[src/rtl/eph_pkg.sv]
package eph_pkg;

  // input beat: one command with its event or read fields
  typedef struct packed {
    logic [1:0]         command;
    logic [1:0]         particle_kind;
    logic [7:0]         pre_volume;
    logic [7:0]         post_volume;
    logic [31:0]        kinetic_energy;
    logic signed [31:0] pos_x;
    logic signed [31:0] pos_y;
    logic signed [31:0] pos_z;
    logic signed [15:0] dir_x;
    logic [3:0]         hist_select;
    logic [10:0]        bin_index;
  } eph_in_t;

  // output beat
  typedef struct packed {
    logic [31:0] bin_count;
    logic        recorded;
  } eph_out_t;

  typedef enum logic [1:0] {
    CMD_STEP  = 2'd0,
    CMD_READ  = 2'd1,
    CMD_CLEAR = 2'd2
  } eph_cmd_e;

  typedef enum logic [1:0] {
    KIND_PHOTON   = 2'd1,
    KIND_ELECTRON = 2'd2
  } eph_kind_e;

  typedef enum logic [2:0] {
    REG_ENERGY_BINS   = 3'd0,
    REG_ENERGY_MAX    = 3'd1,
    REG_PARALLEL_MODE = 3'd2,
    REG_OUT_VOLUME    = 3'd3,
    REG_IN_VOLUME     = 3'd4
  } eph_reg_e;

  typedef enum logic [3:0] {
    SEL_ANGLE   = 4'd0,
    SEL_FWD_INT = 4'd3,
    SEL_BWD_INT = 4'd7
  } eph_sel_e;

  localparam int unsigned ANGLE_BINS   = 180;
  localparam int unsigned ANG_SLOTS    = ANGLE_BINS + 2;
  localparam int unsigned ANG_AW       = $clog2(ANG_SLOTS);
  localparam int unsigned N_SLOTS      = 9;
  localparam int unsigned CORDIC_STEPS = 23;
  localparam int unsigned ANG_W        = 16;

  localparam logic [ANG_W-1:0] DEG180_Q8 = 16'd46080;
  localparam logic [ANG_W-1:0] DEG100_Q8 = 16'd25600;
  localparam logic [ANG_W-1:0] DEG90_Q8  = 16'd23040;
  localparam logic [ANG_W-1:0] DEG80_Q8  = 16'd20480;
  localparam logic [ANG_W-1:0] DEG20_Q8  = 16'd5120;
  localparam logic signed [25:0] Z_MAX   = 26'sd5898240;

  // atan(2^-i) in degrees, Q.16
  function automatic logic [21:0] atan_q16(input logic [4:0] i);
    logic [21:0] v;
    case (i)
      5'd0:  v = 22'd2949120;
      5'd1:  v = 22'd1740967;
      5'd2:  v = 22'd919879;
      5'd3:  v = 22'd466945;
      5'd4:  v = 22'd234379;
      5'd5:  v = 22'd117304;
      5'd6:  v = 22'd58666;
      5'd7:  v = 22'd29335;
      5'd8:  v = 22'd14668;
      5'd9:  v = 22'd7334;
      5'd10: v = 22'd3667;
      5'd11: v = 22'd1833;
      5'd12: v = 22'd917;
      5'd13: v = 22'd458;
      5'd14: v = 22'd229;
      5'd15: v = 22'd115;
      5'd16: v = 22'd57;
      5'd17: v = 22'd29;
      5'd18: v = 22'd14;
      5'd19: v = 22'd7;
      5'd20: v = 22'd4;
      5'd21: v = 22'd2;
      5'd22: v = 22'd1;
      default: v = 22'd0;
    endcase
    return v;
  endfunction

  // energy store behind a read select, and whether there is one
  function automatic logic [4:0] sel_slot(input logic [3:0] sel);
    logic [4:0] v;
    case (sel)
      4'd1:    v = {1'b1, 4'd0};
      4'd2:    v = {1'b1, 4'd1};
      4'd3:    v = {1'b1, 4'd1};
      4'd4:    v = {1'b1, 4'd2};
      4'd5:    v = {1'b1, 4'd3};
      4'd6:    v = {1'b1, 4'd4};
      4'd7:    v = {1'b1, 4'd4};
      4'd8:    v = {1'b1, 4'd5};
      4'd9:    v = {1'b1, 4'd6};
      4'd10:   v = {1'b1, 4'd7};
      4'd11:   v = {1'b1, 4'd8};
      default: v = {1'b0, 4'd0};
    endcase
    return v;
  endfunction

  function automatic logic [31:0] sat_inc(input logic [31:0] c);
    return (c == 32'hFFFF_FFFF) ? c : c + 32'd1;
  endfunction

  function automatic logic [31:0] sat_add(input logic [31:0] a, input logic [31:0] b);
    logic [32:0] s;
    s = {1'b0, a} + {1'b0, b};
    return s[32] ? 32'hFFFF_FFFF : s[31:0];
  endfunction

endpackage

[src/rtl/eph_angle.sv]
module eph_angle (
  input  logic                clk_i,
  input  logic                rst_ni,
  input  logic                start_i,
  input  logic signed [31:0]  x_i,
  input  logic signed [31:0]  y_i,
  input  logic signed [31:0]  z_i,
  output logic                busy_o,
  output logic [15:0]         angle_o
);
  import eph_pkg::*;

  typedef enum logic [6:0] {
    A_IDLE = 7'b0000001,
    A_SQY  = 7'b0000010,
    A_SQZ  = 7'b0000100,
    A_NORM = 7'b0001000,
    A_SQRT = 7'b0010000,
    A_CORD = 7'b0100000,
    A_FIN  = 7'b1000000
  } ang_state_e;

  ang_state_e st_q, st_d;

  logic [31:0]        ax_q, ay_q, az_q, xv_q;
  logic               xneg_q;
  logic [63:0]        sv_q, b_q, r_q;
  logic [4:0]         cnt_q, it_q;
  logic signed [35:0] cx_q, cy_q;
  logic signed [25:0] z_q;
  logic [ANG_W-1:0]   ang_q;

  logic [31:0]        mop;
  logic [63:0]        sq;
  logic [63:0]        rb, r_n;
  logic               take;
  logic signed [35:0] dx, dy;
  logic signed [25:0] at, zc;
  logic [23:0]        zr;
  logic [ANG_W-1:0]   a_c;

  // one squarer shared by y and z
  assign mop = (st_q == A_SQY) ? ay_q : az_q;
  assign sq  = 64'(mop) * 64'(mop);

  // digit-by-digit square root step
  assign rb   = r_q + b_q;
  assign take = (sv_q >= rb);
  assign r_n  = take ? ((r_q >> 1) + b_q) : (r_q >> 1);

  // cordic vectoring step
  assign dx = cy_q >>> it_q;
  assign dy = cx_q >>> it_q;
  assign at = $signed({4'b0, atan_q16(it_q)});

  // clamp and round to Q.8
  assign zc  = (z_q < 26'sd0) ? 26'sd0 : ((z_q > Z_MAX) ? Z_MAX : z_q);
  assign zr  = 24'(zc) + 24'd128;
  assign a_c = 16'(zr >> 8);

  always_comb begin
    st_d = st_q;
    unique case (st_q)
      A_IDLE: if (start_i) st_d = A_SQY;
      A_SQY:  st_d = A_SQZ;
      A_SQZ:  st_d = A_NORM;
      A_NORM: begin
        if (!(cnt_q < 5'd30 && sv_q[63:60] == 4'd0 && xv_q[31:30] == 2'd0)) st_d = A_SQRT;
      end
      A_SQRT: if (b_q == 64'd1) st_d = A_CORD;
      A_CORD: if (it_q == 5'(CORDIC_STEPS - 1)) st_d = A_FIN;
      A_FIN:  st_d = A_IDLE;
      default: st_d = A_IDLE;
    endcase
  end

  always_ff @(posedge clk_i or negedge rst_ni) begin
    if (!rst_ni) begin
      st_q <= A_IDLE;
    end else begin
      st_q <= st_d;
    end
  end

  // datapath
  always_ff @(posedge clk_i) begin
    unique case (st_q)
      A_IDLE: begin
        if (start_i) begin
          ax_q   <= x_i[31] ? (~x_i + 32'd1) : x_i;
          ay_q   <= y_i[31] ? (~y_i + 32'd1) : y_i;
          az_q   <= z_i[31] ? (~z_i + 32'd1) : z_i;
          xneg_q <= x_i[31];
        end
      end
      A_SQY: sv_q <= sq;
      A_SQZ: begin
        sv_q  <= sv_q + sq;
        xv_q  <= ax_q;
        cnt_q <= 5'd0;
      end
      A_NORM: begin
        if (cnt_q < 5'd30 && sv_q[63:60] == 4'd0 && xv_q[31:30] == 2'd0) begin
          sv_q  <= sv_q << 2;
          xv_q  <= xv_q << 1;
          cnt_q <= cnt_q + 5'd1;
        end else begin
          r_q <= 64'd0;
          b_q <= 64'd1 << 62;
        end
      end
      A_SQRT: begin
        if (take) sv_q <= sv_q - rb;
        r_q <= r_n;
        b_q <= b_q >> 2;
        if (b_q == 64'd1) begin
          cx_q <= $signed({4'b0, xv_q});
          cy_q <= $signed({3'b0, r_n[32:0]});
          z_q  <= 26'sd0;
          it_q <= 5'd0;
        end
      end
      A_CORD: begin
        if (cy_q > 36'sd0) begin
          cx_q <= cx_q + dx;
          cy_q <= cy_q - dy;
          z_q  <= z_q + at;
        end else begin
          cx_q <= cx_q - dx;
          cy_q <= cy_q + dy;
          z_q  <= z_q - at;
        end
        it_q <= it_q + 5'd1;
      end
      A_FIN: ang_q <= xneg_q ? (DEG180_Q8 - a_c) : a_c;
      default: ;
    endcase
  end

  assign busy_o  = (st_q != A_IDLE);
  assign angle_o = ang_q;

endmodule

[config.mk]
export PLATFORM = sky130hd
export DESIGN_NAME = eph_angle
export DESIGN_NICKNAME = d
export VERILOG_FILES = /design/src/rtl/eph_pkg.sv /design/src/rtl/eph_angle.sv
export SDC_FILE = /design/constraint.sdc
export NUM_CORES = 2
export LEC_CHECK = 0
export BUFFER_PORTS_ARGS = -buffer_cell sky130_fd_sc_hd__buf_2
export CORE_ASPECT_RATIO = 0.9
export CORE_MARGIN = 5
export CORE_UTILIZATION = 50
export DETAILED_ROUTE_END_ITERATION = 8
export MAX_ROUTING_LAYER = met4
export PLACE_DENSITY = 0.66
export SLEW_MARGIN = 20
export SYNTH_ARGS = -nofsm -noshare
export SYNTH_HDL_FRONTEND = slang
export SYNTH_SLANG_ARGS = --single-unit
export TNS_END_PERCENT = 50
[constraint.sdc]
create_clock -name clk_i -period 11.3 [get_ports clk_i]
set_input_delay 0 -clock clk_i [delete_from_list [all_inputs] [get_ports clk_i]]
set_output_delay 0 -clock clk_i [all_outputs]
set_load 0.03 [all_outputs]
==> flow_metrics.tcl <==
set metrics [dict create \
    endpoint_kind "flop" \
    async_flop_share_pct 1.584 \
    path_delay_family "adder cells" \
    path_buf_inv 11 \
    portBuffers 115 \
    seq_area_sq_um 13020 \
    core-area_sq_um 142100 \
    hold_start "z_i[31]" \
    max_freq_ghz 0.08876 \
    multi_input_area_sq_um 54290 \
    final_common_cell "inv_1" \
    cp_slowest_cell "fa_1" \
    yosys_most_used_dff "edfxtp_1" \
    final_cell_mix "1075 x inv_1, 829 x nand2_1, 785 x fa_1" \
    synthesis.area_sq_um 71600 \
    drive_gt1_share_pct 14.52 \
    timing.rr.end "sv_q[63]$_DFFE_PP_" \
    r2r_slack_ns 0.03 \
    slew_violations 0 \
    met2_usage_pct 48.19 \
    dpl.cell_count 10263 \
    ant_nets 0 \
    grt_max_degree 68 \
    status "complete, no violations" \
    grt-busiest-layer "met2" \
    start_kind "flop" \
    rr_worst_depth 43 \
    cp_data_arrival_time_ns 11.76 \
    htreeDepth 2 \
    first_pass_iters 6 \
    grt_pass1_wl_microns 352800 \
    cts_max_path_buffers 3 \
    reg2reg_from "st_q[3]$_DFFE_PN0P_" \
    grtUsageMet1_pct 39.76 \
    clk_pin_slew_ns 0.07 \
    post-route-period-util_pct 99.70 \
    vias 62428 \
    cts_tree "yes" \
    hold_class "input pin to flop" \
    grt_setup_unrepaired "yes" \
    cts_made_buffers 54 \
    synth.distinct_cells 104 \
    die_w_microns 408.9 \
    drc 0 \
    grt_pass1_vias 62476 \
    clk_latency_ns 0.71 \
    stdcell_count 10575 \
    via_per_inst 5.903 \
    postSynthAreaPerCell_sq_um 8.950 \
    antenna_found_initial 16 \
    path_max_fanout 5 \
    grt_usage_pct 30.24 \
    path_class "flop to flop" \
    crit_start "st_q[3]$_DFFE_PN0P_" \
    area_growth_pct 15.90 \
    synthCells 8000 \
    clock-root-buffer "clkbuf_16" \
    floorplan.rows 131 \
    worst_pin_slew_ns 1.007 \
    synth_edf_count 413 \
    io_pins 116 \
    crit_path_frequent_cell "fa_1" \
    syn-num-nets 9495 \
    wirelength_microns 227600 \
    initial_core_util_pct 50.39 \
    grt_overflow 0 \
    ys_seq_area_share_pct 18.18 \
    drv_cap 0 \
    relSlewSlack_pct 31.10 \
    met3_usage_pct 4.665 \
    fin_setup_tns_ns 0 \
    clock-sinks 442 \
    dieArea_sq_um 150900 \
    worstPathRequired_ns 11.79 \
    die_h_microns 369.0 \
    wl_per_cell_microns 21.53 \
    nets 10154 \
    min_period_ns 11.27 \
    synth-seq-cells 442 \
    dpl.hpwl_microns 181400 \
    hold_end "az_q[23]$_DFFE_PP_" \
    min_path_cells 3 \
    place.gp.congestion 1.007 \
    setup_viol 0 \
    hold_viol_final 0 \
    drtIter0Drc 5678 \
    ys_warn_count 0 \
    skew_ns 0.06547 \
    critPathMaxStageDelay_ns 0.56 \
    fill_cells 12341 \
]
==> flip-flops by register name (all words and copies together) (netlist names) <==
name,count
xneg_q,1
z_q,26
b_q,32
az_q,32
at,22
sv_q,64
angle_o,16
r_q,64
cx_q,36
cnt_q,5
cy_q,36
it_q,5
ax_q,32
st_q,7
xv_q,32
ay_q,32
==> how the worst max path moves through the flow <==
stage / endpoint / slack, ns / cells past startpoint
finish: sv_q[63]$_DFFE_PP_ / 0.03 / 43
global route: sv_q[46]$_DFFE_PP_ / -0.30 / 47
CTS: sv_q[63]$_DFFE_PP_ / 0.003 / 41
detailed placement: sv_q[63]$_DFFE_PP_ / -0.16 / 43
global placement: sv_q[63]$_DFFE_PP_ / -0.10 / 43
floorplan: sv_q[63]$_DFFE_PP_ / 0.003 / 47
==> repair_timing <==
| action | in CTS | in global routing |
|---|---|---|
| gates resized for setup | 32 | 223 |
| hold buffers | 167 | 0 |
| setup endpoints to repair | 19 | 27 |
| buffers inserted | 4 | 27 |
| cloned | 0 | 4 |
| hold endpoints to repair | 108 | 0 |
| pin swaps | 3 | 90 |
==> metal layers <==
layer  up-vias  share of wire, %
met4         0               3.8
met1     30833                41
li1      28661                 -
met3       469               8.1
met2      2465                47
met5         -                 0
==> area by class of cell <==
cell class	instances	area share, %
Clock buffer	64	1.699
Inverter	1103	5.016
Timing Repair Buffer	928	8.859
Sequential cell	442	15.69
Multi-Input combinational cell	6130	65.42
Tap cell	1862	2.807
Clock inverter	37	0.4855
Antenna cell	9	0.02714
==> metrics by stage <==
stage	setup WS, ns	utilization [%]	area, sq um	hold WS (ns)
floorplan	0.002716	-	71640	-0.2956
global placement	-0.1038	54.93	78050	-0.1561
detailed placement	-0.1587	54.93	78050	-0.1522
CTS	0.002559	57.51	81720	0.004677
global route	-0.3002	58.39	82980	0.1068
finish	0.03377	58.40	82990	0.07934
==> worst min-delay path, cell delays in order <==
cell     delay, ns
buf_2         0.32
nand2_1       0.17
xnor2_1       0.11
==> synth_stat cells (39+ instances only) <==
cell type	count	area [sq um]
xnor2_1	365	3197
nor2b_1	50	312.8
a31oi_1	109	681.9
o21ai_0	380	1902
nand4_1	76	475.5
nor2_1	721	2706
o21a_1	45	337.8
o31ai_1	48	360.4
clkbuf_1	257	964.7
a21oi_1	449	2247
nand2_1	837	3142
xor2_1	240	2102
inv_1	1090	4091
mux2i_1	79	790.8
edfxtp_1	413	12400
mux4_2	96	2162
and2_1	62	387.9
nand3_1	100	500.5
nor3_1	68	340.3
nand2b_1	48	300.3
nor4_1	39	244.0
or3_1	42	262.8
and3_1	48	300.3
a21o_1	212	1592
o21bai_1	82	615.6
fa_1	796	15940
mux2_2	58	653.1
ha_1	600	7507
==> cell families (layout without fill, tap and decap cells) <==
logic type / after synthesis / after routing / synth area share (%)
and+or+nand+nor: 2195 / 2195 / 13.74
AOI/OAI and AO/OA: 1700 / 1700 / 15.23
buffers and inverters: 1428 / 2132 / 7.643
adders and majority gates: 1396 / 1396 / 32.74
xor gates and xnor gates: 606 / 606 / 7.433
DFF: 442 / 442 / 18.18
muxes: 233 / 233 / 5.036
other: 0 / 9 / 0
Power is left out: the tool's default activity adds up to more than one toggle a clock period on the data nets, which glitch-free logic cannot reach.
