<file path="src/rtl/eph_pkg.sv">
package eph_pkg;

  // input beat: one command with its event or read fields
  typedef struct packed {
    logic [1:0]         command;
    logic [1:0]         particle_kind;
    logic [7:0]         pre_volume;
    logic [7:0]         post_volume;
    logic [31:0]        kinetic_energy;
    logic signed [31:0] pos_x;
    logic signed [31:0] pos_y;
    logic signed [31:0] pos_z;
    logic signed [15:0] dir_x;
    logic [3:0]         hist_select;
    logic [10:0]        bin_index;
  } eph_in_t;

  // output beat
  typedef struct packed {
    logic [31:0] bin_count;
    logic        recorded;
  } eph_out_t;

  typedef enum logic [1:0] {
    CMD_STEP  = 2'd0,
    CMD_READ  = 2'd1,
    CMD_CLEAR = 2'd2
  } eph_cmd_e;

  typedef enum logic [1:0] {
    KIND_PHOTON   = 2'd1,
    KIND_ELECTRON = 2'd2
  } eph_kind_e;

  typedef enum logic [2:0] {
    REG_ENERGY_BINS   = 3'd0,
    REG_ENERGY_MAX    = 3'd1,
    REG_PARALLEL_MODE = 3'd2,
    REG_OUT_VOLUME    = 3'd3,
    REG_IN_VOLUME     = 3'd4
  } eph_reg_e;

  typedef enum logic [3:0] {
    SEL_ANGLE   = 4'd0,
    SEL_FWD_INT = 4'd3,
    SEL_BWD_INT = 4'd7
  } eph_sel_e;

  localparam int unsigned ANGLE_BINS   = 180;
  localparam int unsigned ANG_SLOTS    = ANGLE_BINS + 2;
  localparam int unsigned ANG_AW       = $clog2(ANG_SLOTS);
  localparam int unsigned N_SLOTS      = 9;
  localparam int unsigned CORDIC_STEPS = 23;
  localparam int unsigned ANG_W        = 16;

  localparam logic [ANG_W-1:0] DEG180_Q8 = 16'd46080;
  localparam logic [ANG_W-1:0] DEG100_Q8 = 16'd25600;
  localparam logic [ANG_W-1:0] DEG90_Q8  = 16'd23040;
  localparam logic [ANG_W-1:0] DEG80_Q8  = 16'd20480;
  localparam logic [ANG_W-1:0] DEG20_Q8  = 16'd5120;
  localparam logic signed [25:0] Z_MAX   = 26'sd5898240;

  // atan(2^-i) in degrees, Q.16
  function automatic logic [21:0] atan_q16(input logic [4:0] i);
    logic [21:0] v;
    case (i)
      5'd0:  v = 22'd2949120;
      5'd1:  v = 22'd1740967;
      5'd2:  v = 22'd919879;
      5'd3:  v = 22'd466945;
      5'd4:  v = 22'd234379;
      5'd5:  v = 22'd117304;
      5'd6:  v = 22'd58666;
      5'd7:  v = 22'd29335;
      5'd8:  v = 22'd14668;
      5'd9:  v = 22'd7334;
      5'd10: v = 22'd3667;
      5'd11: v = 22'd1833;
      5'd12: v = 22'd917;
      5'd13: v = 22'd458;
      5'd14: v = 22'd229;
      5'd15: v = 22'd115;
      5'd16: v = 22'd57;
      5'd17: v = 22'd29;
      5'd18: v = 22'd14;
      5'd19: v = 22'd7;
      5'd20: v = 22'd4;
      5'd21: v = 22'd2;
      5'd22: v = 22'd1;
      default: v = 22'd0;
    endcase
    return v;
  endfunction

  // energy store behind a read select, and whether there is one
  function automatic logic [4:0] sel_slot(input logic [3:0] sel);
    logic [4:0] v;
    case (sel)
      4'd1:    v = {1'b1, 4'd0};
      4'd2:    v = {1'b1, 4'd1};
      4'd3:    v = {1'b1, 4'd1};
      4'd4:    v = {1'b1, 4'd2};
      4'd5:    v = {1'b1, 4'd3};
      4'd6:    v = {1'b1, 4'd4};
      4'd7:    v = {1'b1, 4'd4};
      4'd8:    v = {1'b1, 4'd5};
      4'd9:    v = {1'b1, 4'd6};
      4'd10:   v = {1'b1, 4'd7};
      4'd11:   v = {1'b1, 4'd8};
      default: v = {1'b0, 4'd0};
    endcase
    return v;
  endfunction

  function automatic logic [31:0] sat_inc(input logic [31:0] c);
    return (c == 32'hFFFF_FFFF) ? c : c + 32'd1;
  endfunction

  function automatic logic [31:0] sat_add(input logic [31:0] a, input logic [31:0] b);
    logic [32:0] s;
    s = {1'b0, a} + {1'b0, b};
    return s[32] ? 32'hFFFF_FFFF : s[31:0];
  endfunction

endpackage

</file>
<file path="src/rtl/eph_div.sv">
module eph_div #(
  parameter int unsigned NumW = 43
) (
  input  logic            clk_i,
  input  logic            rst_ni,
  input  logic            start_i,
  input  logic [NumW-1:0] num_i,
  input  logic [31:0]     den_i,
  output logic            busy_o,
  output logic [NumW-1:0] quo_o
);
  import eph_pkg::*;

  localparam int unsigned CntW = $clog2(NumW + 1);

  logic            busy_q;
  logic [CntW-1:0] cnt_q;
  logic [NumW-1:0] num_q, quo_q;
  logic [31:0]     rem_q, den_q;
  logic [32:0]     trial;
  logic            ge;

  // restoring division, one quotient bit a cycle
  assign trial = {rem_q, num_q[NumW-1]};
  assign ge    = (trial >= {1'b0, den_q});

  always_ff @(posedge clk_i or negedge rst_ni) begin
    if (!rst_ni) begin
      busy_q <= 1'b0;
      cnt_q  <= '0;
    end else if (start_i) begin
      busy_q <= 1'b1;
      cnt_q  <= CntW'(NumW);
    end else if (busy_q) begin
      cnt_q <= cnt_q - CntW'(1);
      if (cnt_q == CntW'(1)) busy_q <= 1'b0;
    end
  end

  always_ff @(posedge clk_i) begin
    if (start_i) begin
      num_q <= num_i;
      den_q <= den_i;
      rem_q <= 32'd0;
      quo_q <= '0;
    end else if (busy_q) begin
      num_q <= num_q << 1;
      rem_q <= ge ? 32'(trial - {1'b0, den_q}) : trial[31:0];
      quo_q <= {quo_q[NumW-2:0], ge};
    end
  end

  assign busy_o = busy_q;
  assign quo_o  = quo_q;

endmodule

</file>
<file path="config.mk">
export PLATFORM = sky130hd
export DESIGN_NAME = eph_div
export DESIGN_NICKNAME = d
export VERILOG_FILES = /design/src/rtl/eph_pkg.sv /design/src/rtl/eph_div.sv
export SDC_FILE = /design/constraint.sdc
export NUM_CORES = 1
export LEC_CHECK = 0
export ABC_AREA = 1
export BUFFER_PORTS_ARGS = -buffer_cell sky130_fd_sc_hd__buf_4
export CORE_UTILIZATION = 63
export CTS_CLUSTER_DIAMETER = 30
export CTS_CLUSTER_SIZE = 40
export DETAILED_ROUTE_END_ITERATION = 12
export PLACE_DENSITY = 0.95
export SYNTH_ARGS = -nofsm -noshare
export SYNTH_HDL_FRONTEND = slang
export SYNTH_SLANG_ARGS = --single-unit
</file>
<file path="constraint.sdc">
create_clock -name clk_i -period 6.85 [get_ports clk_i]
set_input_delay 2.055 -clock clk_i [delete_from_list [all_inputs] [get_ports clk_i]]
set_output_delay 2.055 -clock clk_i [all_outputs]
set_load 0.01 [all_outputs]
</file>
==> metrics.md, run 1 <==
| Metric | Value |
|---|---|
| Aggregate negative setup slack | `0 ns` |
| Clk buf depth | `2` |
| Critical path class | `input pin to register` |
| Distinct cell type count after synthesis | `40` |
| CTS buffer count | `17` |
| Final wirelength | `between 20 and 25 mm` |
| Number of clock sinks | `157` |
| Postcts setup bufs | `0` |
| FILL cells | `a little over 900` |
| R2r setup slk | `3.89 ns` |
| Worst Path Buf+Inv | `3` |
| Total GRT Usage | `35.06%` |
| Setup violations, final | `0` |
| Outcome | `completed` |
| Highest clock rate | `about 300 MHz` |
| Vias per cell | `5.558` |
| Hold WS | `0.4668 ns` |
| Syn Nets | `around 1300` |
| Root buffer cell | `clkbuf_16` |
| Hold Buf Count CTS | `0` |
| Fin crit share | `~48%` |
| Pins over their slew limit | `0` |
| Die Area | `14250 um^2` |
| Hold Vio Cnt, Final | `0` |
| Max incr delay on CP | `0.87 ns` |
| Post-CTS Resized | `0` |
| Seq cells post-synth | `between 150 and 200` |
| Wire length per cell | `16.39 um` |
| P&R area growth vs syn | `18.59%` |
| Fin crit period | `3.311 ns` |
| CP Capture Type | `register` |
| Post-synthesis cell count | `1164` |
| Cell row count | `42` |
| Largest net degree at the start of global routing | `86` |
| Synth async-reset ratio | `4.459%` |
| Post-synthesis sequential area ratio | `45.26%` |
| Die width | `between 100 and 150 um` |
| DRT iter0 DRCs | `745` |
| Yosys warning total | `0` |
| Gpl congestion | `0.9686` |
| Area of the multi-input gates | `around 3800 um^2` |
| Power, Total | `3.688 mW` |
| # diodes | `0` |
| Initial antenna violation count | `0` |
| Post-DP HPWL | `16.29 mm` |
| Slew @ Worst Pin | `between 1 and 1.5 ns` |
| Crit-path cells | `buf_4 > nor2_1 > buf_4 > inv_1 > o22ai_1` |
| CTS tree | `built` |
| Slowest cell on the critical path | `inv_1` |
| Hold Path Class | `register to register` |
| Max_slew headroom | `22.17%` |
| Reg area | `~4000 um^2` |
| Core ar. | `13350 um^2` |
| CTS clk-pin slew, worst paths | `0.08 ns` |
| PortBufs | `121` |
| Family with the most delay on the worst path | `buffers and inverters` |
| I/O pin cnt | `122` |
| Pleak | `5.314 nW` |
| CTS H-Tree Depth | `4` |
| Crit start category | `input pin` |
| Max FO, Critical Path | `41` |
| Post-layout net count | `between 1000 and 1500` |
| Most Frequent Cell on Critical Path | `buf_4` |
| Initial Utilization | `65.04%` |
| Post-synth EDFFs | `75` |
| Post-route ant nets | `0` |
| Layout cells sized above 1 | `16.16%` |
| Arrival @ worst endpoint | `3.55 ns` |
| Mapped Area | `between 8000 and 9000 um^2` |
| First-pass DRT Iterations | `6` |
| First-pass GRT wire length | `38.83 mm` |
| RSZ-0062 raised after global routing | `no` |
| Vias | `8131` |
| Clk_lat worst skew | `0.43 ns` |
| Vias in the first global route | `between 8000 and 9000` |
| Syn avg cell area | `7.458 um^2` |
| Pwr dens | `about 360 nW/um^2` |
| Max-Cap Viols | `0` |
| CP required | `~7.1 ns` |
| Worst VDD drop | `between 0.0002 and 0.00025 V` |
| Grt ovf | `0` |
| Worst Skew | `0.01569 ns` |
| Die Y | `119.4 um` |
| DRC errors left | `0` |
| Main synth FF type | `edfxtp_1` |
## synth_stat cells, types with 5 or more instances
library cell	n	area (um^2)
nand3_2	13	130.1
o21ai_1	6	30.03
dfxtp_1	75	1501
buf_2	9	45.04
nand4_1	28	175.2
nor2_4	5	56.30
o21ai_0	12	60.06
buf_1	6	22.52
inv_1	199	747.0
nand2_1	414	1554
xor2_1	8	70.07
dfrtp_1	7	175.2
clkbuf_1	18	67.56
o21bai_1	7	52.55
nor2_1	69	259.0
ha_1	34	425.4
a21oi_1	24	120.1
nand2_2	10	62.56
nor2_2	5	31.28
o22ai_1	40	250.2
inv_2	9	33.78
edfxtp_1	75	2252
nand3_1	66	330.3
## stage by stage
stage / std cells / cell area [um^2] / setup slack [ns] / util, %
global placement: 1431 / 9686 / 3.212 / 72.56
finish: 1463 / 10290 / 3.539 / 77.13
global route: 1463 / 10290 / 3.458 / 77.13
CTS: 1463 / 10290 / 3.592 / 77.13
floorplan: 1164 / 8681 / 2.471 / -
detailed placement: 1431 / 9686 / 3.191 / 72.56
## placed cells by master, fill, tap and decap left out, types with 24 or more instances in the layout
cell      instances
o22ai_1          40
buf_4           127
nand3_1          66
nand2_1         414
nand4_1          28
inv_1           199
nor2_1           69
ha_1             34
a21oi_1          24
dfxtp_1          75
edfxtp_1         75
## kinds of logic (layout without fill, tap and decap cells)
family          count (synthesis)  in the layout  share of synthesized area (%)
simple gates                  624            624                          31.33
buf+inv                       245            368                          10.98
flops                         157            157                          45.26
compound gates                 94             94                          6.385
fa+ha+maj                      35             35                          5.131
xor+xnor                        9              9                         0.9081
## state kept, by name (all words and copies together) (netlist names)
register and count:
num_q 43, rem_q 32, quo_o 43, cnt_q 6, den_q 32, busy_o 1
## layout make-up
type                            instances  area share [%]
Multi-Input combinational cell        762           36.90
Clock buffer                           18           4.375
Sequential cell                       157           38.16
Tap cell                              176           2.139
Inverter                              209           7.620
Clock inverter                         14           1.544
Timing Repair Buffer                  127           9.261
## report_power, final
group          switching [mW]  internal, mW
clock                   0.454         0.515
sequential             0.0900          1.12
combinational            1.01         0.504
## tightest hold or removal path, delay by kind of cell, from the launching register on
family / cells / cell delay [ns]
flip-flops: 1 / 0.33
AND/OR/NAND/NOR: 1 / 0.05
AO/OA/AOI/OAI: 1 / 0.05
## worst paths after layout
| check | start | endpoint | cells past startpoint |
|---|---|---|---|
| worst max register to register | den_q[30] | rem_q[19] | 14 |
| worst min-delay path | quo_o[42] | quo_o[42] | 2 |
| worst min register to register | quo_o[42] | quo_o[42] | 2 |
| worst max-delay path | start_i | quo_o[29] | 5 |
| min in group asynchronous | rst_ni | cnt_q[5] | 1 |
| max in group asynchronous | rst_ni | cnt_q[2] | 1 |
## per-layer routing
| layer | up-vias | routed length (um) | global-route usage (%) |
|---|---|---|---|
| li1 | 3902 | - | - |
| met1 | 3737 | 9080 | 40.41 |
| met2 | 401 | 11860 | 60.97 |
| met3 | 91 | 2137 | 8.573 |
| met4 | 0 | 909 | 16.56 |
| met5 | - | 0 | 0 |
Note: power is estimated with default switching activity, not from simulation.
==> run 2: changes to the inputs <==
--- a/config.mk
+++ b/config.mk
@@ -7,11 +7,11 @@
 export LEC_CHECK = 0
 export ABC_AREA = 1
 export BUFFER_PORTS_ARGS = -buffer_cell sky130_fd_sc_hd__buf_4
-export CORE_UTILIZATION = 63
+export CORE_UTILIZATION = 58
 export CTS_CLUSTER_DIAMETER = 30
 export CTS_CLUSTER_SIZE = 40
 export DETAILED_ROUTE_END_ITERATION = 12
-export PLACE_DENSITY = 0.95
+export PLACE_DENSITY = 0.93
 export SYNTH_ARGS = -nofsm -noshare
 export SYNTH_HDL_FRONTEND = slang
 export SYNTH_SLANG_ARGS = --single-unit
==> constraint.sdc (replaced) <==
create_clock -name clk_i -period 3.28 [get_ports clk_i]
set_input_delay 0.984 -clock clk_i [delete_from_list [all_inputs] [get_ports clk_i]]
set_output_delay 0.984 -clock clk_i [all_outputs]
set_load 0.01 [all_outputs]
==> run 2 against run 1 <==
  * Combinational power grew 110%
  * Core utilization fell by 6.6 points
  * Flip-flop and latch count did not move
  * Worst setup slack worse by 2.9 ns
  * Total power increased by 100%
  * Critical path depth grew 7
  * First-iteration DRC count down 3.0%
  * Wire length decreased by 7.4%
  * Non-clock buffer count grew 3
  * Final cell count rose by 0.75%
  * Critical path type is now register to register
  * Largest cell class unchanged
  * Highest routed layer unchanged
==> metrics.md, run 2 (same netlist as run 1, synthesis figures left out) <==
| Metric | Value |
|---|---|
| Grt ovf | `0 (unchanged)` |
| Post-layout net count | `1390 (+0.22%)` |
| R2R cell count | `12 (-2)` |
| Crit start category | `register` |
| Max_slew headroom | `23.28% (+1.1 points)` |
| Reg power frac | `33.6% (+0.9 points)` |
| CP Capture Type | `register` |
| Vias per cell | `5.408 (-2.7%)` |
| I/O pin cnt | `122 (unchanged)` |
| WL met3 | `1.550 mm (-27%)` |
| Hold Buf Count CTS | `0 (unchanged)` |
| Pwr dens | `732.6 nW/um^2 (+100%)` |
| Post-CTS Resized | `0 (unchanged)` |
| First-pass GRT wire length | `36.68 mm (-5.5%)` |
| Post-DP HPWL | `15.92 mm (-2.2%)` |
| Most frequent cells in the layout | `nand2_1 (414), inv_1 (199), buf_4 (129)` |
| Max FO, Critical Path | `35 (-15%)` |
| Worst Path Buf+Inv | `1 (-2)` |
| Cell row count | `44 (+4.8%)` |
| Layout cells sized above 1 | `16.12% (-0.038 points)` |
| Setup violations, final | `0 (unchanged)` |
| Slew @ Worst Pin | `1.147 ns (-0.01952 ns)` |
| Metal-1 WL | `9.324 mm (+2.7%)` |
| Switching Share | `40.86% (-1.2 points)` |
| # diodes | `0 (unchanged)` |
| Core ar. | `14590 um^2 (+9.3%)` |
| Postcts setup bufs | `0 (unchanged)` |
| DRC errors left | `0 (unchanged)` |
| FILL cells | `1137 (+24%)` |
| Root buffer cell | `clkbuf_16` |
| Die Y | `124.3 um (+4.2%)` |
| Placed cells | `1442 (+0.77%)` |
| First-pass DRT Iterations | `5 (-1)` |
| Initial antenna violation count | `0 (unchanged)` |
| Commonest non-fill, non-tap cell in the layout | `nand2_1` |
| Largest net degree at the start of global routing | `87 (+1.2%)` |
| Aggregate negative setup slack | `0 ns (unchanged)` |
| Max incr delay on CP | `0.34 ns (-0.53 ns)` |
| Family with the most delay on the worst path | `simple AND/OR/NAND/NOR gates` |
| Slowest cell on the critical path | `ha_1` |
| Critical path class | `register to register` |
| Crit path depth | `12 (+7)` |
| NetSw | `3.081 mW (+98%)` |
| Pleak | `5.310 nW (about the same)` |
| RSZ-0062 raised after global routing | `no` |
| CTS buffer count | `17 (unchanged)` |
| P_int | `4.458 mW (+110%)` |
| Arrival @ worst endpoint | `2.94 ns (-0.61 ns)` |
| CTS H-Tree Depth | `4 (unchanged)` |
| Logic gate share of total power | `41.2% (+0.2 points)` |
| Post-route ant nets | `0 (unchanged)` |
| DRT iter0 DRCs | `723 (-3.0%)` |
| Gpl congestion | `0.9765 (+0.82%)` |
| Final wirelength | `22.20 mm (-7.4%)` |
| Final core occ | `70.54% (-6.6 points)` |
| Final instance area | `10290 um^2 (about the same)` |
| CP required | `3.58 ns (-3.51 ns)` |
| Clk pwr share | `25.3% (-1.0 points)` |
| Vias | `7971 (-2.0%)` |
| Vias in the first global route | `7757 (-3.7%)` |
| Number of clock sinks | `157 (unchanged)` |
| Total GRT Usage | `29.70% (-5.4 points)` |
| Die width | `124.3 um (+4.2%)` |
| PortBufs | `121 (unchanged)` |
| Fin crit period | `2.632 ns` |
| Die Area | `15460 um^2 (+8.5%)` |
| Hold Path Class | `input pin to async pin` |
| Highest clock rate | `379.9 MHz` |
| Most Frequent Cell on Critical Path | `nor2_1` |
| CTS clk-pin slew, worst paths | `0.07 ns (about the same)` |
| Clk_lat worst skew | `0.43 ns (about the same)` |
| Top Layer Used | `met4` |
| Outcome | `completed` |
| Final std cells w/o fill | `1474 (+0.75%)` |
| Wire length per cell | `15.06 um (-8.1%)` |
| Clk buf depth | `2 (unchanged)` |
| Cell Area, Placed | `9731 um^2 (+0.47%)` |
| CTS tree | `built` |
| Met2 WL | `10.72 mm (-9.6%)` |
| Initial Utilization | `59.50% (-5.5 points)` |
| Worst VDD drop | `0.0004854 V (+110%)` |
| P&R area growth vs syn | `18.55% (about the same)` |
| Fin crit share | `80.25%` |
| Worst Skew | `0.01209 ns (-0.003599 ns)` |
| Max-Cap Viols | `0 (unchanged)` |
| Crit-path cells | `inv_1 > ha_1 > a21oi_1 > o21bai_1 > a21oi_1 > nand2_2 > nand2_4 > nand2_8 > nand2_2 > nor2_1 > nor2_1 > nor2_1` |
| Hold Vio Cnt, Final | `0 (unchanged)` |
| Pins over their slew limit | `0 (unchanged)` |
-- run 2: metrics by stage --
step | hold slack (ns) | total power, mW | worst slack, ns
final | 0.3486 | 7.539 | 0.6478
after global routing | 0.3435 | 8.054 | 0.4100
after CTS | 0.3493 | 7.494 | 0.6539
after detailed placement | 0.4547 | 5.588 | 0.4856
after global placement | 0.4397 | 5.515 | 0.5379
after floorplan | 0.4453 | 4.869 | 0.6995
-- run 2: path summary, 6_finish.rpt --
check                                 end  startpoint  slack (ns)
worst min register to register  rem_q[31]   rem_q[31]        0.47
min in group clk_i              rem_q[31]   rem_q[31]        0.47
worst max-delay path            rem_q[24]   den_q[14]        0.65
worst max register to register  rem_q[24]   den_q[14]        0.65
worst min-delay path               busy_o      rst_ni        0.35
max in group asynchronous        cnt_q[3]      rst_ni        2.80
-- run 2: metal layers --
metal,vias up,track usage (%)
met4,0,11.34
li1,3915,-
met5,-,0
met2,300,50.11
met3,48,7.174
met1,3708,36.64
-- run 2: power groups by stage --
stage	Clock, mW	Combinational [mW]	Sequential, mW
6_report	1.91	3.10	2.53
5_1_grt	2.00	3.50	2.55
4_1_cts	1.91	3.07	2.52
3_5_place_dp	0	3.03	2.55
3_3_place_gp	0	2.97	2.55
2_1_floorplan	0	2.37	2.50
-- run 2: area by class of cell --
| type | count | area, um^2 | share of cell area, % |
|---|---|---|---|
| Clock buffer | 18 | 429.2 | 4.170 |
| Clock inverter | 14 | 131.4 | 1.277 |
| Inverter | 209 | 784.5 | 7.623 |
| Multi-Input combinational cell | 762 | 3799 | 36.91 |
| Sequential cell | 157 | 3929 | 38.18 |
| Tap cell | 184 | 230.2 | 2.237 |
| Timing Repair Buffer | 130 | 988.4 | 9.605 |
==> run 3: changes to the inputs <==
--- a/config.mk
+++ b/config.mk
@@ -5,13 +5,13 @@
 export SDC_FILE = /design/constraint.sdc
 export NUM_CORES = 1
 export LEC_CHECK = 0
-export ABC_AREA = 1
+export ABC_AREA = 0
 export BUFFER_PORTS_ARGS = -buffer_cell sky130_fd_sc_hd__buf_4
-export CORE_UTILIZATION = 58
+export CORE_UTILIZATION = 52
 export CTS_CLUSTER_DIAMETER = 30
 export CTS_CLUSTER_SIZE = 40
 export DETAILED_ROUTE_END_ITERATION = 12
-export PLACE_DENSITY = 0.93
+export PLACE_DENSITY = 0.89
 export SYNTH_ARGS = -nofsm -noshare
 export SYNTH_HDL_FRONTEND = slang
 export SYNTH_SLANG_ARGS = --single-unit
==> constraint.sdc (replaced) <==
create_clock -name clk_i -period 2.4 [get_ports clk_i]
set_input_delay 0.72 -clock clk_i [delete_from_list [all_inputs] [get_ports clk_i]]
set_output_delay 0.72 -clock clk_i [all_outputs]
set_load 0.01 [all_outputs]
==> run 3 against run 2 <==
  * Flip-flop and latch count is the same
  * Clock skew decreased by 0.0041 ns
  * Clock-buffer cell count stayed put
  * The run now ends with setup timing left
  * First-iteration DRC count shrank 11%
  * Critical path type unchanged
  * Final area rose by 10%
  * Maximum frequency is 11% lower
  * Core utilization up 6.3 points
  * Sequential power grew 18%
  * Sequential share of layout area is 3.5 points lower
  * Total power is 13% lower
  * Register-to-register slack lost 1.2 ns
==> metrics.md, run 3 <==
| Metric | Value |
|---|---|
| Switching Share | `24.92% (-16 points)` |
| Outcome | `finished, violations left` |
| CTS tree | `built` |
| Pins over their slew limit | `0 (unchanged)` |
| Setup slack after layout | `-0.5689 ns (-1.217 ns)` |
| CTS H-Tree Depth | `4 (unchanged)` |
| P&R area growth vs syn | `42.09%` |
| Hold Path Class | `input pin to async pin` |
| Critical path class | `register to register` |
| CP required | `2.71 ns (-0.87 ns)` |
| Clk_lat worst skew | `0.43 ns (about the same)` |
| Vias | `6916 (-13%)` |
| Vias in the first global route | `7002 (-9.7%)` |
| Clk buf depth | `2 (unchanged)` |
| Highest clock rate | `336.8 MHz (-11%)` |
| Seq cells post-synth | `157 (unchanged)` |
| Distinct cell type count after synthesis | `64 (+60%)` |
| Setup violations, final | `33 (+33)` |
| Post-synth EDFFs | `75 (unchanged)` |
| CP Capture Type | `register` |
| Initial Utilization | `54.06% (-5.4 points)` |
| Reg power frac | `45.6% (+12 points)` |
| Post-synthesis sequential area ratio | `49.25% (+4.0 points)` |
| Die Y | `125.9 um (+1.2%)` |
| FILL cells | `866 (-24%)` |
| Post-route ant nets | `0 (unchanged)` |
| PortBufs | `121 (unchanged)` |
| Total GRT Usage | `26.72% (-3.0 points)` |
| Pleak | `5.414 nW (+2.0%)` |
| Logic gate share of total power | `11.7% (-30 points)` |
| Final wirelength | `22.41 mm (+0.96%)` |
| First-pass GRT wire length | `33.33 mm (-9.1%)` |
| Die width | `125.9 um (+1.2%)` |
| Number of clock sinks | `157 (unchanged)` |
| Core ar. | `14750 um^2 (+1.1%)` |
| Post-DP HPWL | `13.30 mm (-16%)` |
| I/O pin cnt | `122 (unchanged)` |
| Wire length per cell | `19.01 um (+26%)` |
| NetSw | `1.637 mW (-47%)` |
| Initial antenna violation count | `0 (unchanged)` |
| Clk pwr share | `42.7% (+17 points)` |
| RSZ-0062 raised after global routing | `yes` |
| Max FO, Critical Path | `5 (-86%)` |
| DRC errors left | `0 (unchanged)` |
| Commonest non-fill, non-tap cell in the layout | `buf_4` |
| Power, Total | `6.568 mW (-13%)` |
| Root buffer cell | `clkbuf_16` |
| Post-layout net count | `1095 (-21%)` |
| # diodes | `0 (unchanged)` |
| Hold Vio Cnt, Final | `0 (unchanged)` |
| Synth async-reset ratio | `4.459% (unchanged)` |
| Max_slew headroom | `54.67% (+31 points)` |
| Final std cells w/o fill | `1179 (-20%)` |
| Slew @ Worst Pin | `0.6799 ns (-0.4667 ns)` |
| Max-Cap Viols | `0 (unchanged)` |
| CTS buffer count | `17 (unchanged)` |
| Hold Buf Count CTS | `0 (unchanged)` |
| Layout cells sized above 1 | `43.92% (+28 points)` |
| Vias per cell | `5.866 (+8.5%)` |
| Grt ovf | `0 (unchanged)` |
| Crit start category | `register` |
| Arrival @ worst endpoint | `3.28 ns (+0.34 ns)` |
| Yosys warning total | `0 (unchanged)` |
| Yosys top cell area share | `28.24% (+2.3 points)` |
| Mapped Area | `7976 um^2 (-8.1%)` |
| Largest net degree at the start of global routing | `50 (-43%)` |
| Placed cells | `1124 (-22%)` |
| Syn avg cell area | `10.88 um^2 (+46%)` |
| Pwr dens | `579.5 nW/um^2 (-21%)` |
| DRT iter0 DRCs | `643 (-11%)` |
| Failing checks | `setup timing` |
| Main synth FF type | `edfxtp_1` |
| Most frequent cells in the layout | `buf_4 (256), nor2_1 (82), edfxtp_1 (75), dfxtp_1 (75), mux2i_1 (59)` |
| Synth area leader | `edfxtp_1` |
| Commonest cells post-synth | `nor2_1 (83), dfxtp_1 (75), edfxtp_1 (75)` |
| Fin crit share | `123.7% (+43 points)` |
| Fin crit period | `2.969 ns (+0.3367 ns)` |
| Post-synthesis cell count | `733 (-37%)` |
| Cell row count | `44 (unchanged)` |
| P_int | `4.931 mW (+11%)` |
| R2r setup slk | `-0.57 ns (-1.22 ns)` |
| First-pass DRT Iterations | `7 (+2)` |
| Gpl congestion | `0.8894 (-8.9%)` |
| CTS clk-pin slew, worst paths | `0.07 ns (about the same)` |
| Worst Skew | `0.007977 ns (-0.004112 ns)` |
| Largest cells by area after synthesis | `edfxtp_1 (28%), dfxtp_1 (19%), mux2i_1 (7.8%), mux2_2 (5.9%), ha_1 (5.3%)` |
| Top-count cell post-synth | `nor2_1` |
| Syn Nets | `846 (-34%)` |
| Aggregate negative setup slack | `-13.61 ns (-13.61 ns)` |
| Die Area | `15840 um^2 (+2.4%)` |
| Worst VDD drop | `0.0005404 V (+11%)` |
[run 3: changes by cell type in the layout (fill, tap and decap cells not counted), sizes merged, moves of 37 or more]
cell,previous run,this run
mux2i,0,62
nand2,426,28
mux2,0,43
nand3,79,7
o22ai,40,3
inv,216,52
buf,130,272
[run 3: worst paths after layout]
check	start	depth (start not counted)	end
min reg2reg	quo_o[18]	2	quo_o[19]
min	rst_ni	1	cnt_q[0]
max reg2reg	den_q[7]	14	rem_q[28]
max	den_q[7]	14	rem_q[28]
max in group asynchronous	rst_ni	1	busy_o
min in group clk_i	den_i[12]	1	den_q[12]
[run 3: power groups by stage]
stage | Sequential [mW] | Clock, mW | Combinational, mW
floorplan | 3.03 | 0 | 0.362
global placement | 3.04 | 0 | 0.617
detailed placement | 3.05 | 0 | 0.641
CTS | 2.99 | 2.84 | 0.700
global route | 3.00 | 2.95 | 0.823
finish | 2.99 | 2.81 | 0.768
[run 3: kinds of logic (layout without fill, tap and decap cells)]
family / after synthesis / count (layout) / share of synthesized area [%]
AO/OA/AOI/OAI: 150 / 150 / 13.16
XOR/XNOR: 28 / 28 / 3.074
adder cells (fa/ha/maj): 35 / 35 / 5.584
buffers and inverters: 85 / 347 / 4.580
flip-flops: 157 / 157 / 49.25
multiplexers: 105 / 105 / 13.90
AND/OR/NAND/NOR: 173 / 173 / 10.45
[run 3: layout make-up]
class                   count  area [um^2]  share of cell area, %
clock buffers              18        450.4                  3.974
clock inverters            14        161.4                  1.424
inverters                  43        161.4                  1.424
multi-input cells         491         4239                  37.40
flip-flops and latches    157         3933                  34.70
well taps                 184        230.2                  2.031
repair buffers            272         2158                  19.04
[run 3: what timing repair did]
action / 4_1_cts / 5_1_grt
pin swaps: 21 / 26
gates resized for setup: 48 / 50
cloned: 1 / 0
hold endpoints to repair: 0 / 0
setup buffers: 19 / 5
endpoints found under the setup margin: 33 / 33
[run 3: metrics by stage]
step / setup slack [ns] / utilization [%] / hold slack (ns) / cell area [um^2]
after global placement: -0.2875 / 67.85 / 0.4783 / 10010
after detailed placement: -0.3780 / 67.85 / 0.5124 / 10010
after floorplan: -0.2331 / - / 0.4244 / 8059
after global routing: -0.6840 / 76.81 / 0.08620 / 11330
after CTS: -0.2990 / 74.86 / 0.08527 / 11050
final: -0.5689 / 76.81 / 0.09397 / 11330
[run 3: worst max-delay path, cell delays in order, from the launching register on]
cell	delay (ns)
edfxtp_1	0.32
inv_1	0.04
ha_1	0.38
nand4_1	0.24
nor4_4	0.50
a31oi_4	0.13
o21ai_2	0.09
buf_4	0.13
o32a_1	0.19
o21ai_4	0.12
buf_4	0.15
buf_6	0.11
buf_4	0.14
a32oi_2	0.18
o21ai_1	0.12
[run 3: per-layer routing]
metal	wire, um	global-route usage [%]	vias up
met1	8612	31.51	3240
met2	10660	44.54	387
met3	2092	8.156	114
met5	0	0	-
met4	1043	12.90	0
li1	-	-	3175
